$ cat src/rtl/sqlfx_pkg.sv
// ---------------------------------------------------------------------------
// sqlfx_pkg: shared types and constants of the session field extractor
// This package holds the byte limit, the field kind codes, the protocol
// constants, and the structs that pass between the top level and the parser.
// ---------------------------------------------------------------------------
package sqlfx_pkg;

	// Leading bytes of a segment that are parsed; range 16 to 4095.
	localparam int MAX_KEPT_BYTES = 255;
	localparam int POS_W = $clog2(MAX_KEPT_BYTES);
	localparam int SEQ_OFFSET = 3;

	// Field kind codes.
	localparam logic [3:0] KIND_VERSION  = 4'd0;
	localparam logic [3:0] KIND_SRV_CAPS = 4'd1;
	localparam logic [3:0] KIND_CLI_CAPS = 4'd2;
	localparam logic [3:0] KIND_EXT_CAPS = 4'd3;
	localparam logic [3:0] KIND_USER     = 4'd4;
	localparam logic [3:0] KIND_DB       = 4'd5;
	localparam logic [3:0] KIND_COMMAND  = 4'd6;
	localparam logic [3:0] KIND_QUERY    = 4'd7;
	localparam logic [3:0] KIND_RESPONSE = 4'd8;

	// Protocol constants.
	localparam logic [15:0] CAP_CONNECT_DB = 16'h0008;
	localparam logic [15:0] CAP_PROTO41    = 16'h0200;
	localparam logic [7:0]  CMD_INIT_DB    = 8'd2;
	localparam logic [7:0]  CMD_QUERY      = 8'd3;
	localparam logic [7:0]  SEQ_FIRST      = 8'd0;
	localparam logic [7:0]  SEQ_SECOND     = 8'd1;
	localparam logic [7:0]  SEQ_THIRD      = 8'd2;
	localparam logic [4:0]  GREET_SKIP     = 5'd13;
	localparam logic [4:0]  LOGIN_SKIP_NEW = 5'd28;
	localparam logic [4:0]  LOGIN_SKIP_OLD = 5'd3;

	typedef struct packed {
		logic [7:0] data_byte;
		logic       last_byte;
		logic       from_server;
		logic       export_enable;
	} in_item_t;

	typedef struct packed {
		logic        valid;
		logic [3:0]  kind;
		logic [15:0] value;
		logic        fend;
		logic        done;
	} result_t;

endpackage

$ cat src/rtl/sqlfx_parser.sv
// ---------------------------------------------------------------------------
// sqlfx_parser: per-byte protocol parser
// Holds the parse state of the current segment and, for the byte offered on
// a step, computes the result item and the next state combinationally.
// ---------------------------------------------------------------------------
module sqlfx_parser
	import sqlfx_pkg::*;
(
	input  logic     clk,
	input  logic     arst_n,
	input  logic     step,
	input  in_item_t item,
	output result_t  res
);

	typedef enum logic [3:0] {
		PH_HEADER,
		PH_IDLE,
		PH_G_PROTO,
		PH_G_VERSION,
		PH_G_SKIP,
		PH_G_CAPS,
		PH_L_CAPS,
		PH_L_EXT,
		PH_L_SKIP,
		PH_L_USER,
		PH_L_PASS,
		PH_L_DB,
		PH_C_CODE,
		PH_C_BODY,
		PH_RESP
	} phase_t;

	phase_t           phase_q, phase_n;
	logic [POS_W-1:0] pos_q, pos_n;
	logic [7:0]       seq_q, seq_n;
	logic [4:0]       skip_q, skip_n;
	logic [7:0]       low_q, low_n;
	logic [15:0]      caps_q, caps_n;
	logic             ignored_q, ignored_n;

	logic        at_limit;
	logic        final_byte;
	logic        both_caps;
	logic [7:0]  b;
	logic [15:0] word;
	result_t     r;

	assign b          = item.data_byte;
	assign word       = {b, low_q};
	assign at_limit   = (pos_q >= POS_W'(MAX_KEPT_BYTES - 1));
	assign final_byte = item.last_byte || at_limit;
	assign both_caps  = ((caps_q & CAP_PROTO41) != 16'h0000) &&
		((caps_q & CAP_CONNECT_DB) != 16'h0000);

	always_comb begin
		phase_n   = phase_q;
		pos_n     = pos_q;
		seq_n     = seq_q;
		skip_n    = skip_q;
		low_n     = low_q;
		caps_n    = caps_q;
		ignored_n = ignored_q;
		r         = '0;

		if (!ignored_q) begin
			unique case (phase_q)
				PH_HEADER: begin
					if (pos_q == POS_W'(SEQ_OFFSET)) begin
						seq_n  = b;
						skip_n = '0;
						if (b == SEQ_FIRST) begin
							phase_n = item.from_server ? PH_G_PROTO : PH_C_CODE;
						end else if (b == SEQ_SECOND) begin
							phase_n = item.from_server ? PH_RESP : PH_L_CAPS;
						end else if (b == SEQ_THIRD && item.from_server) begin
							phase_n = PH_RESP;
						end else begin
							phase_n = PH_IDLE;
						end
					end
				end
				PH_G_PROTO: phase_n = PH_G_VERSION;
				PH_G_VERSION: begin
					r = '{valid: 1'b1, kind: KIND_VERSION, value: {8'h00, b},
						fend: (b == 8'h00) || final_byte, done: 1'b0};
					if (b == 8'h00) begin
						phase_n = PH_G_SKIP;
						skip_n  = GREET_SKIP;
					end
				end
				PH_G_SKIP: begin
					if (skip_q > 5'd1) begin
						skip_n = skip_q - 5'd1;
					end else begin
						skip_n  = '0;
						phase_n = PH_G_CAPS;
					end
				end
				PH_G_CAPS: begin
					if (skip_q == 5'd0) begin
						low_n  = b;
						skip_n = 5'd1;
					end else begin
						skip_n  = '0;
						r = '{valid: 1'b1, kind: KIND_SRV_CAPS, value: word,
							fend: 1'b0, done: 1'b0};
						phase_n = PH_IDLE;
					end
				end
				PH_L_CAPS: begin
					if (skip_q == 5'd0) begin
						low_n  = b;
						skip_n = 5'd1;
					end else begin
						skip_n = '0;
						caps_n = word;
						r = '{valid: 1'b1, kind: KIND_CLI_CAPS, value: word,
							fend: 1'b0, done: 1'b0};
						if ((word & CAP_PROTO41) != 16'h0000) begin
							phase_n = PH_L_EXT;
						end else begin
							phase_n = PH_L_SKIP;
							skip_n  = LOGIN_SKIP_OLD;
						end
					end
				end
				PH_L_EXT: begin
					if (skip_q == 5'd0) begin
						low_n  = b;
						skip_n = 5'd1;
					end else begin
						r = '{valid: 1'b1, kind: KIND_EXT_CAPS, value: word,
							fend: 1'b0, done: 1'b0};
						phase_n = PH_L_SKIP;
						skip_n  = LOGIN_SKIP_NEW;
					end
				end
				PH_L_SKIP: begin
					if (skip_q > 5'd1) begin
						skip_n = skip_q - 5'd1;
					end else begin
						skip_n  = '0;
						phase_n = PH_L_USER;
					end
				end
				PH_L_USER: begin
					r = '{valid: 1'b1, kind: KIND_USER, value: {8'h00, b},
						fend: (b == 8'h00) || final_byte, done: 1'b0};
					if (b == 8'h00) begin
						phase_n = both_caps ? PH_L_PASS : PH_IDLE;
					end
				end
				PH_L_PASS: begin
					if (b == 8'h00) begin
						phase_n = PH_L_DB;
					end
				end
				PH_L_DB: begin
					r = '{valid: 1'b1, kind: KIND_DB, value: {8'h00, b},
						fend: (b == 8'h00) || final_byte, done: 1'b0};
					if (b == 8'h00) begin
						phase_n = PH_IDLE;
					end
				end
				PH_C_CODE: begin
					r = '{valid: 1'b1, kind: KIND_COMMAND, value: {8'h00, b},
						fend: 1'b0, done: 1'b0};
					if (b == CMD_INIT_DB || b == CMD_QUERY) begin
						low_n   = b;
						phase_n = PH_C_BODY;
					end else begin
						phase_n = PH_IDLE;
					end
				end
				PH_C_BODY: begin
					r = '{valid: 1'b1,
						kind: (low_q == CMD_INIT_DB) ? KIND_DB : KIND_QUERY,
						value: {8'h00, b},
						fend: (b == 8'h00) || final_byte, done: 1'b0};
					if (b == 8'h00) begin
						phase_n = PH_IDLE;
					end
				end
				PH_RESP: begin
					r = '{valid: 1'b1, kind: KIND_RESPONSE, value: {8'h00, b},
						fend: 1'b0,
						done: item.export_enable && (seq_q == SEQ_SECOND || both_caps)};
					phase_n = PH_IDLE;
				end
				PH_IDLE: phase_n = PH_IDLE;
				default: phase_n = PH_IDLE;
			endcase

			// A string that would start right after the last kept byte is
			// reported as empty.
			if (!r.valid && final_byte) begin
				if (phase_n == PH_G_VERSION) begin
					r = '{valid: 1'b1, kind: KIND_VERSION, value: 16'h0000,
						fend: 1'b1, done: 1'b0};
				end else if (phase_n == PH_L_USER) begin
					r = '{valid: 1'b1, kind: KIND_USER, value: 16'h0000,
						fend: 1'b1, done: 1'b0};
				end else if (phase_n == PH_L_DB) begin
					r = '{valid: 1'b1, kind: KIND_DB, value: 16'h0000,
						fend: 1'b1, done: 1'b0};
				end
			end

			if (at_limit) begin
				ignored_n = 1'b1;
			end else begin
				pos_n = pos_q + POS_W'(1);
			end
		end

		if (item.last_byte) begin
			pos_n     = '0;
			phase_n   = PH_HEADER;
			skip_n    = '0;
			ignored_n = 1'b0;
		end
	end

	assign res = r;

	always_ff @(posedge clk or negedge arst_n) begin
		if (!arst_n) begin
			phase_q   <= PH_HEADER;
			pos_q     <= '0;
			seq_q     <= '0;
			skip_q    <= '0;
			low_q     <= '0;
			caps_q    <= '0;
			ignored_q <= 1'b0;
		end else if (step) begin
			phase_q   <= phase_n;
			pos_q     <= pos_n;
			seq_q     <= seq_n;
			skip_q    <= skip_n;
			low_q     <= low_n;
			caps_q    <= caps_n;
			ignored_q <= ignored_n;
		end
	end

endmodule

$ cat src/rtl/sql_session_field_extractor_unit.sv
// ---------------------------------------------------------------------------
// sql_session_field_extractor_unit: session field extractor top level
// Registers each input byte, parses it against the segment state, and holds
// the resulting field item in an output register until it is taken.
// ---------------------------------------------------------------------------
// Path: the input register takes the byte at its transfer, and the output
// register takes the result when the parser steps on that byte; a stalled
// output holds the byte in the input register. The parser is combinational.
// Throughput: one byte per cycle unless a waiting result stalls the output.
// Reset: arst_n clears the parse state, the captured client capabilities and
// both valid flags; the block is ready for bytes as soon as reset is released.
module sql_session_field_extractor_unit
	import sqlfx_pkg::*;
(
	input  logic        clk,
	input  logic        arst_n,
	input  logic        in_valid,
	output logic        in_ready,
	input  logic [7:0]  data_byte,
	input  logic        last_byte,
	input  logic        from_server,
	input  logic        export_enable,
	output logic        out_valid,
	input  logic        out_ready,
	output logic [3:0]  field_kind,
	output logic [15:0] field_value,
	output logic        field_end,
	output logic        record_done
);

	logic     valid_s1;
	in_item_t item_s1;
	logic     advance;
	result_t  res;
	logic     out_valid_q;
	result_t  out_q;

	// The registered byte moves on once the output register is free or emptying.
	assign advance  = valid_s1 && (!out_valid_q || out_ready);
	assign in_ready = !valid_s1 || advance;

	always_ff @(posedge clk or negedge arst_n) begin
		if (!arst_n) begin
			valid_s1 <= 1'b0;
		end else if (in_ready) begin
			valid_s1 <= in_valid;
		end
	end

	always_ff @(posedge clk) begin
		if (in_ready && in_valid) begin
			item_s1 <= '{data_byte: data_byte, last_byte: last_byte,
				from_server: from_server, export_enable: export_enable};
		end
	end

	sqlfx_parser u_parser (
		.clk    (clk),
		.arst_n (arst_n),
		.step   (advance),
		.item   (item_s1),
		.res    (res)
	);

	always_ff @(posedge clk or negedge arst_n) begin
		if (!arst_n) begin
			out_valid_q <= 1'b0;
		end else if (advance) begin
			out_valid_q <= res.valid;
		end else if (out_ready) begin
			out_valid_q <= 1'b0;
		end
	end

	always_ff @(posedge clk) begin
		if (advance) begin
			out_q <= res;
		end
	end

	assign out_valid   = out_valid_q;
	assign field_kind  = out_q.kind;
	assign field_value = out_q.value;
	assign field_end   = out_q.fend;
	assign record_done = out_q.done;

	a_s1_holds: assert property (@(posedge clk) disable iff (!arst_n)
		valid_s1 && !advance |=> valid_s1 && $stable(item_s1))
		else $error("input register changed while its byte was stalled");

	a_no_overwrite: assert property (@(posedge clk) disable iff (!arst_n)
		out_valid_q && !out_ready |-> !advance)
		else $error("parser stepped while a result was still waiting");

	a_end_on_string: assert property (@(posedge clk) disable iff (!arst_n)
		out_valid_q && out_q.fend |-> out_q.kind == KIND_VERSION ||
		out_q.kind == KIND_USER || out_q.kind == KIND_DB || out_q.kind == KIND_QUERY)
		else $error("string end mark on a non-string field");

	a_done_on_resp: assert property (@(posedge clk) disable iff (!arst_n)
		out_valid_q && out_q.done |-> out_q.kind == KIND_RESPONSE)
		else $error("record done mark on a field other than a response");

endmodule

$ cat config.mk
export PLATFORM = sky130hd
export DESIGN_NAME = sql_session_field_extractor_unit
export DESIGN_NICKNAME = d
export VERILOG_FILES = /design/src/rtl/sqlfx_pkg.sv /design/src/rtl/sqlfx_parser.sv /design/src/rtl/sql_session_field_extractor_unit.sv
export SDC_FILE = /design/constraint.sdc
export NUM_CORES = 1
export LEC_CHECK = 0
export ABC_AREA = 1
export BUFFER_PORTS_ARGS = -buffer_cell sky130_fd_sc_hd__clkbuf_2
export CAP_MARGIN = 25
export CORE_UTILIZATION = 46
export CTS_BUF_LIST = sky130_fd_sc_hd__clkbuf_16
export CTS_CLUSTER_DIAMETER = 120
export CTS_CLUSTER_SIZE = 25
export DETAILED_ROUTE_END_ITERATION = 10
export MAX_ROUTING_LAYER = met4
export PLACE_DENSITY = 0.74
export SYNTH_ARGS = -nofsm -noshare
export SYNTH_HDL_FRONTEND = slang
export SYNTH_SLANG_ARGS = --single-unit
$ cat constraint.sdc
create_clock -name clk -period 2.05 [get_ports clk]
set_input_delay 0.205 -clock clk [delete_from_list [all_inputs] [get_ports clk]]
set_output_delay 0.205 -clock clk [all_outputs]
set_load 0.02 [all_outputs]
# Word-level counts from Yosys, hierarchy flattened

Cells that the tools add are included.

Bits in registers: 79
Input bits: 15
Output and inout bits: 24
Logic and storage cells: 135

$add $sub $neg: 2
Magnitude comparators: 2
Eq/ne operators: 28
Mux-type cells: 54
Bitwise gates (word level): 2
Reductions and logical operators: 30

Operator list:

| operator                                                               | count |
|---|---|
| 23-bit 2-to-1 mux                                                      | 9 |
| 23-bit one-hot mux with 9 select lines                                 | 1 |
| 4-bit 2-to-1 mux                                                       | 21 |
| 4-bit one-hot mux with 12 select lines                                 | 1 |
| 8-bit 2-to-1 mux                                                       | 5 |
| 4-bit equality test (second input constant)                            | 9 |
| 5-bit 2-to-1 mux                                                       | 7 |
| 8-bit by 2-bit equality test with 1-bit output (second input constant) | 4 |
| 5-bit one-hot mux with 6 select lines                                  | 1 |
| 4-bit by 3-bit equality test with 1-bit output (second input constant) | 4 |
| 8-bit by 1-bit equality test with 1-bit output (second input constant) | 2 |
| 8-bit one-hot mux with 2 select lines                                  | 1 |
| 4-bit by 2-bit equality test with 1-bit output (second input constant) | 3 |
| 5-bit AND reduction                                                    | 2 |
| 8-bit by 1-bit adder with 8-bit output (second input constant)         | 1 |
| 8-bit >= comparator (second input constant)                            | 1 |
| 8-bit zero test                                                        | 1 |
| 4-bit AND reduction                                                    | 2 |
| 7-bit nonzero test                                                     | 1 |
| 1-bit logical AND                                                      | 6 |
| 1-bit logical OR                                                       | 6 |
| 1-bit 2-to-1 mux                                                       | 6 |
| 3-bit by 2-bit != test with 1-bit output (second input constant)       | 2 |
| 5-bit by 1-bit > comparator with 1-bit output (second input constant)  | 1 |
| other kinds (13)                                                       | 21 |

# Depth between registers and ports, before layout

Gate-level depths: netlist of the first run.

Depth after elaboration: 15
Mapped depth: 16
Mapped depth without buffers: 15

# Cells and area by module

From an unflattened synthesis of the first run, not the netlist that was laid out.

Cell total of the unflattened synthesis: 429
Area total of the unflattened synthesis: 3682.3 sq um

By module, submodules not included:

| module                           | instances | cells an instance | area an instance (sq um) | sequential area each (sq um) |
|---|---|---|---|---|
| sqlfx_parser                     | 1         | 384               | 2593.7                   | 900.9 |
| sql_session_field_extractor_unit | 1         | 45                | 1088.5                   | 1041.0 |

# Worst setup path before layout of the first run

OpenSTA, ideal clock, no wires.

Path kind: reg-to-reg
Start: register u_parser.pos_q[1]
End: register out_q (netlist bit field_kind[0]), data pin
Library setup time: 0.249 ns
Arrival time: 1.537 ns
Required time: 1.801 ns
Path slack: 0.264 ns
Cell stages (with the launch flop): 15
Buffers on the path: 0
Clock period less this slack: 1.786 ns
Path through: dfrtp_1 -> ha_1 -> nand2_1 -> nor2_1 -> nand2_1 -> nor2_1 -> nand2_1 -> nand2_1 -> inv_1 -> nor2_1 -> nor2_2 -> nand3_1 -> nand3_1 -> nand2_1 -> inv_1

Word-level cells in the longest chain between the ends: 9
Elaborated cells between the ends (all ways): 14
Those cells by class: 1 x order compare; 4 x eq/ne; 7 x mux; 2 x reduce/logical

RTL lines:

| what                                           | line                                   | RTL |
|---|---|---|
| from (decl)                                    | sqlfx_parser.sv:35                     | `logic [POS_W-1:0] pos_q, pos_n;` |
| from (signal assigned)                         | sqlfx_parser.sv:238                    | `pos_q <= pos_n;` |
| 8-bit by 2-bit equality test with 1-bit output | sqlfx_parser.sv:69                     | `if (pos_q == POS_W'(SEQ_OFFSET)) begin` |
| 4-bit 2-to-1 mux                               | sqlfx_parser.sv:69                     |  |
| 4-bit one-hot mux with 12 select lines         | sqlfx_parser.sv:67                     | `unique case (phase_q)` |
| 4-bit 2-to-1 mux                               | sqlfx_parser.sv:66                     | `if (!ignored_q) begin` |
| 4-bit equality test                            | sqlfx_parser.sv:204                    | `end else if (phase_n == PH_L_DB) begin` |
| 23-bit 2-to-1 mux                              | sqlfx_parser.sv:204                    |  |
| 23-bit 2-to-1 mux                              | sqlfx_parser.sv:201                    | `end else if (phase_n == PH_L_USER) begin` |
| 23-bit 2-to-1 mux                              | sqlfx_parser.sv:198                    | `if (phase_n == PH_G_VERSION) begin` |
| 23-bit 2-to-1 mux (*)                          | sqlfx_parser.sv:197                    | `if (!r.valid && final_byte) begin` |
| to (signal assigned)                           | sql_session_field_extractor_unit.sv:77 | `out_q <= res;` |
| to (decl)                                      | sql_session_field_extractor_unit.sv:36 | `result_t out_q;` |

Mark *: on every way between the ends. The rest lies on a longest branch, timed or not. The select of a mux whose other input is x is not followed.
A chain may end at the register's enable or synchronous reset.

# Worst setup path after layout of the first run

Start: register item_s1[7] in the netlist's numbering
End: register out_q (netlist bit field_kind[0]), data pin

Word-level cells in the longest chain between the ends: 13
Elaborated cells between the ends (all ways): 24
Those cells by class: 6 x eq/ne; 15 x mux; 3 x reduce/logical

RTL lines:

| what                                           | line                                    | RTL |
|---|---|---|
| from (decl)                                    | sql_session_field_extractor_unit.sv:32  | `in_item_t item_s1;` |
| from (signal assigned)                         | sql_session_field_extractor_unit.sv:52  | `item_s1 <= '{data_byte: data_byte, last_byte: last_byte,` |
| 8-bit by 2-bit equality test with 1-bit output | sqlfx_parser.sv:76, sqlfx_parser.sv:169 |  |
| 1-bit logical AND                              | sqlfx_parser.sv:76                      | `end else if (b == SEQ_THIRD && item.from_server) begin` |
| 4-bit 2-to-1 mux                               | sqlfx_parser.sv:76                      |  |
| 4-bit 2-to-1 mux                               | sqlfx_parser.sv:74                      | `end else if (b == SEQ_SECOND) begin` |
| 4-bit 2-to-1 mux                               | sqlfx_parser.sv:72                      | `if (b == SEQ_FIRST) begin` |
| 4-bit 2-to-1 mux                               | sqlfx_parser.sv:69                      |  |
| 4-bit one-hot mux with 12 select lines (*)     | sqlfx_parser.sv:67                      |  |
| 4-bit 2-to-1 mux (*)                           | sqlfx_parser.sv:66                      |  |
| 4-bit equality test                            | sqlfx_parser.sv:204                     |  |
| 23-bit 2-to-1 mux                              | sqlfx_parser.sv:204                     |  |
| 23-bit 2-to-1 mux                              | sqlfx_parser.sv:201                     |  |
| 23-bit 2-to-1 mux (*)                          | sqlfx_parser.sv:198                     |  |
| 23-bit 2-to-1 mux (*)                          | sqlfx_parser.sv:197                     |  |

Marks and branches as above.

==> results of run 1 <==
[power by group through the flow]
stage / clock, mW / sequential [mW] / combinational (mW)
2_1_floorplan: 0 / 1.74 / 0.228
5_1_grt: 1.87 / 1.74 / 0.501
6_report: 1.80 / 1.72 / 0.448
3_3_place_gp: 0 / 1.74 / 0.382
3_5_place_dp: 0 / 1.74 / 0.398
4_1_cts: 1.81 / 1.72 / 0.402
[area by class of cell]
cell class | count | area (sq um)
inverters | 65 | 251.5
clock inverters | 7 | 118.9
fillers | 672 | 2868
well taps | 102 | 127.6
repair buffers | 86 | 564.3
flip-flops and latches | 71 | 1946
multi-input cells | 309 | 1747
clock buffers | 9 | 225.2
[worst paths after layout]
check / slack, ns / from / end
worst min register to register: 0.49 / u_parser.caps_q[9] / u_parser.caps_q[9]
max in group asynchronous: 1.21 / arst_n / u_parser.phase_q[1]
worst max-delay path: 0.08 / item_s1[7] / field_kind[0]
worst max register to register: 0.08 / item_s1[7] / field_kind[0]
min in group asynchronous: 0.46 / arst_n / u_parser.skip_q[2]
worst min-delay path: 0.05 / data_byte[2] / item_s1[5]
[stage by stage]
stage / std cells / area (sq um)
final: 649 / 4980
after detailed placement: 613 / 4299
after floorplan: 450 / 3799
after global routing: 649 / 4980
after CTS: 630 / 4661
after global placement: 613 / 4299
[flip-flops by register name, indices dropped and copies added, names as in the netlist, 2 cells and up]
register          flops
u_parser.phase_q      4
item_s1              11
u_parser.low_q        8
u_parser.seq_q        8
u_parser.skip_q       5
field_value          16
field_kind            4
u_parser.caps_q       2
u_parser.pos_q        8
[repair_timing]
action,CTS,global route
resized for setup,3,53
endpoints found under the hold margin,38,0
setup buffers,0,19
hold buffers,1,0
pin swaps,0,25
endpoints found under the setup margin,3,4
[cells in the final DEF, fill, tap and decap left out, drive strengths merged, types with 7 or more instances in the layout]
cell type / count
edfxtp: 33
nand3: 22
buf: 47
nor2: 70
inv: 67
a22oi: 7
dfrtp: 38
clkbuf: 47
o21ai: 34
a21oi: 15
nand2: 121
[routing by layer]
metal  track usage [%]  wire [um]  vias to the layer above
met4             9.231        307                        0
met5                 -          0                        -
met3             4.516        429                       24
li1                  -          -                     1662
met1             33.32       4633                     1654
met2             40.38       4895                      115
[Yosys cell counts, types with 2 or more instances]
master and instances:
o21ai_0 31, a31oi_1 4, nor4b_1 3, o22ai_1 5, nor3_1 5, ha_1 5, nor2_4 8, o211ai_1 3
a22oi_1 7, nor2_2 10, nand4_1 4, nor4_1 2, dfrtp_1 38, nand3_2 5, nor2_1 52, inv_1 48
xor2_1 2, clkbuf_1 3, inv_2 17, nand2_2 9, nand3_1 17, edfxtp_1 33, a21oi_1 15, nand2_4 2
nand2_1 110, o21ai_1 3
[critical path, cell delays in order (launching register included)]
cell,delay [ns]
edfxtp_1,0.42
nor2_1,0.15
nand2_2,0.13
nor2_4,0.14
nand2_2,0.08
nand2_2,0.08
inv_1,0.05
nor2_2,0.12
nand3_2,0.11
nor2_4,0.13
nor2_4,0.05
nand3_2,0.07
nand3_2,0.06
nand2_1,0.08
inv_1,0.03
[cell families (layout without fill, tap and decap cells)]
kind of cell / Yosys count / in the layout
adders and majority gates: 5 / 5
buffers and inverters: 70 / 167
xor gates and xnor gates: 3 / 3
and+or+nand+nor: 229 / 229
AOI/OAI and AO/OA: 72 / 72
DFF: 71 / 71
==> impl_metrics.ini, run 1 <==
[run_status]
status = complete, no violations

[clock_network]
cts_root_buf = clkbuf_16
cts_tree = yes
numCtsBuffers = 9
clk_pin_slew_ns = 0.06
cts.path.max_buffers = 2
htree_levels = 3
clock_sinks = 71
clk_latency_ns = 0.33

[timing]
whs_ns = 0.04630
finalSetupTns_ns = 0
fin_crit_ns = 1.969
setup_viol = 0
skew_ns = 0.006621
drv_slew = 0
hold_violations = 0
finalWorstSetupSlack_ns = 0.08051
slew_headroom_pct = 65.38
fmax_ghz = 0.5077
post-route-period-util_pct = 96.07
worst_pin_slew_ns = 0.5194

[route]
vias = 3455
routed_via_density = 5.324
drt_first_pass_iters = 5
ant_nets = 0
wl_um = 10270
wire_per_inst_um = 15.82
drcViolationCount = 0
first_iter_violations = 232

[yosys]
synth-seq-area-share_pct = 51.12
yosys.area.top_type_share_pct = 26.09
ys_ff_latch = 71
yosysWarnings = 0
muxShareOfSynthArea_pct = 0
synth_fa_ha_area_share_pct = 1.647
synthXorXnorAreaFrac_pct = 0.6917
synth_nets = 470
synth-edff-count = 33
synth-main-ff-cell = dfrtp_1
synth_area_leaders = edfxtp_1 26%, dfrtp_1 25%, nand2_1 11%, nor2_1 5.1%, inv_1 4.7%
ys_types = 35
yosys.area.top_type = edfxtp_1
synth_cells = 450
async_flop_share_pct = 53.52
synth_compound_gate_area_share_pct = 10.77
avgSynthCellArea_sq_um = 8.441
syn_area_sq_mm = 0.003799
synthSimpleGateAreaFrac_pct = 28.62
synth_top_family_by_area = simple AND/OR/NAND/NOR gates

[floorplanning]
start_util_pct = 48.41
die_y_um = 92.88
core-area_sq_mm = 0.007848
die_x_um = 92.88
core.rowCount = 32
dieArea_sq_mm = 0.008626
io_pins = 39

[worst_hold_path]
hp-class = in2reg
holdPathStages = 1

[power_and_ir_drop]
seqPwrFrac_pct = 43.4
power.density_mw_per_mm2 = 796.7
clkPwrFrac_pct = 45.3
p_sw_share_pct = 24.55
total_power_mw = 3.968
internal_power_mw = 2.993
power.switching_uw = 974.1
p_leak_nw = 2.422
pwr-share-comb_pct = 11.3
peakVddDrop_uv = 726.5

[global_route]
track_usage_pct = 25.61
grt_pass1_vias = 3263
grt_pass1_wl_um = 16160
grt_max_degree = 39
antenna_found_initial = 0
overflow = 0

[final_layout]
final_util_pct = 63.46
n_antenna_cell = 0
area_delta_synth_final_pct = 31.09
drive_gt1_share_pct = 34.55
nNetsFinal = 562

[placement]
place_ws_ns = -0.06900
gp_congestion = 0.9621
dpl.hpwl_um = 7578
portBuffers = 38

[setup_path]
start_kind = flip-flop
worstPathArrival_ns = 2.06
reg2regPathDepth = 14
worstSetupPathType = reg2reg
crit_required_ns = 2.14
crit_path_end_kind = flip-flop
path_max_fanout = 4

[run]
drv_cap = 0
Note: power is estimated with default switching activity, not from simulation.
==> inputs of run 2 (changes only) <==
--- a/config.mk
+++ b/config.mk
@@ -14,7 +14,6 @@
 export CTS_CLUSTER_SIZE = 25
 export DETAILED_ROUTE_END_ITERATION = 10
 export MAX_ROUTING_LAYER = met4
-export PLACE_DENSITY = 0.74
 export SYNTH_ARGS = -nofsm -noshare
 export SYNTH_HDL_FRONTEND = slang
 export SYNTH_SLANG_ARGS = --single-unit
==> run 2 against run 1 <==
Design area grew 0.60%. Largest cell class unchanged. Utilization grew 0.38 points. Critical endpoint unchanged. Non-clock buffer count grew 11. Worst setup slack gained 0.0027 ns. Largest power group unchanged. Sequential power is essentially flat.
==> impl_metrics.ini, run 2 (synthesis gave the netlist of run 1 again) <==
[run_status]
status = complete, no violations

[clock_network]
cts.path.max_buffers = 2
clock_sinks = 71
cts_root_buf = clkbuf_16
clk_pin_slew_ns = 0.06
clk_latency_ns = 0.33
numCtsBuffers = 9
cts_tree = yes
htree_levels = 3

[setup_path]
r2r-end = field_kind[0]
worstPathArrival_ns = 2.06
worstSetupPathType = reg2reg
crit_path_end_kind = flip-flop
crit_required_ns = 2.14
reg2regPathDepth = 13
start_kind = flip-flop
path_max_fanout = 6
rr_startpoint = u_parser.phase_q[2]
ff2ff_setup_slack_ns = 0.08
cp-startpoint = u_parser.phase_q[2]

[global_route]
grt_max_degree = 25
overflow = 0
grt_pass1_vias = 3242
use_met1_pct = 34.52
grt.busiest_layer = met2
grt_pass1_wl_um = 16200
grtUsageMet2_pct = 38.91
gr-usage-met3_pct = 4.680
antenna_found_initial = 0
track_usage_pct = 25.82

[timing]
finalSetupTns_ns = 0
slew_headroom_pct = 54.94
fin_crit_ns = 1.967
skew_ns = 0.006934
post-route-period-util_pct = 95.94
rsz0062_at_grt = yes
setup_viol = 0
hold_violations = 0
drv_slew = 0
worst_pin_slew_ns = 0.6760
fmax_ghz = 0.5084

[route]
wl_um = 10220
vias = 3408
wire_per_inst_um = 15.49
drt_first_pass_iters = 4
ant_nets = 0
routed_via_density = 5.164
first_iter_violations = 172
drcViolationCount = 0

[power_and_ir_drop]
peakVddDrop_uv = 416.0
power.density_mw_per_mm2 = 776.4
total_power_mw = 3.890
p_leak_nw = 2.450

[final_layout]
fin_cells = 660
fillCellCount = 682
final_util_pct = 63.84
drive_gt1_share_pct = 34.23
final_cell_mix = 100 x nand2_1, 53 x buf_4, 46 x inv_1
largest_register_ffs = 16
area_delta_synth_final_pct = 31.88
final_common_cell = nand2_1
n_antenna_cell = 0
nNetsFinal = 573

[floorplanning]
die_y_um = 92.88
io_pins = 39
dieArea_sq_mm = 0.008626
die_x_um = 92.88
start_util_pct = 48.41
core.rowCount = 32
core-area_sq_mm = 0.007848

[run]
drv_cap = 0

[worst_hold_path]
worstHoldStart = data_byte[1]
holdPathStages = 1
min_to = item_s1[4]
hp-class = in2reg

[placement]
placedCellCount = 623
portBuffers = 38
dpl.hpwl_um = 7549
gp_congestion = 0.9005
## run 2: worst max-delay path, cell delays in order, from the launching register on
cell and delay, ns:
dfrtp_2 0.45, buf_4 0.17, nand2_8 0.07, nor2_1 0.08
nor2_1 0.15, nand3_1 0.10, nor2_2 0.16, nand3_1 0.11
nor2_1 0.13, nor2_2 0.07, nand3_1 0.07, nand3_1 0.06
nand2_1 0.07, inv_1 0.03
## run 2: per-stage QoR
stage	hold WS, ns	setup WS [ns]	cell area (sq um)
floorplan	-0.09059	0.2639	3799
global placement	0.2722	-0.01614	4374
detailed placement	0.2753	0.004748	4374
CTS	0.04121	0.01553	4715
global route	0.04351	-0.07489	5010
finish	0.04659	0.08318	5010
## run 2: final cells by class
class	count	area, sq um	area share [%]
Inverter	65	256.5	5.120
Clock buffer	9	225.2	4.496
Tap cell	102	127.6	2.547
Multi-Input combinational cell	309	1698	33.89
Timing Repair Buffer	97	654.4	13.06
Clock inverter	7	102.6	2.048
Sequential cell	71	1946	38.84
## run 2: worst max path at each step
stage | end | slack [ns]
5_1_grt | field_kind[0] | -0.07
3_5_place_dp | field_end | 0.005
4_1_cts | field_end | 0.02
6_report | field_kind[0] | 0.08
2_1_floorplan | field_kind[0] | 0.26
3_3_place_gp | field_end | -0.02
## run 2: timing repair
action                     4_1_cts  5_1_grt
gates resized for setup          1       45
hold buffers                     1        0
hold endpoints to repair        22        0
buffers inserted                 0       20
cloned                           0        0
pin swaps                        0       25
setup endpoints to repair        1       13
## run 2: where the power goes
| group | leakage [nW] | switching (mW) | internal (mW) |
|---|---|---|---|
| clock | 0.157 | 0.651 | 1.08 |
| combinational | 1.45 | 0.274 | 0.170 |
| sequential | 0.848 | 0.0858 | 1.63 |
## run 2: routing by layer
metal / part of all wire, % / routed length [um]
met1: 47 / 4798
met2: 46 / 4674
met3: 5.3 / 546
met4: 2.0 / 204
met5: 0 / 0
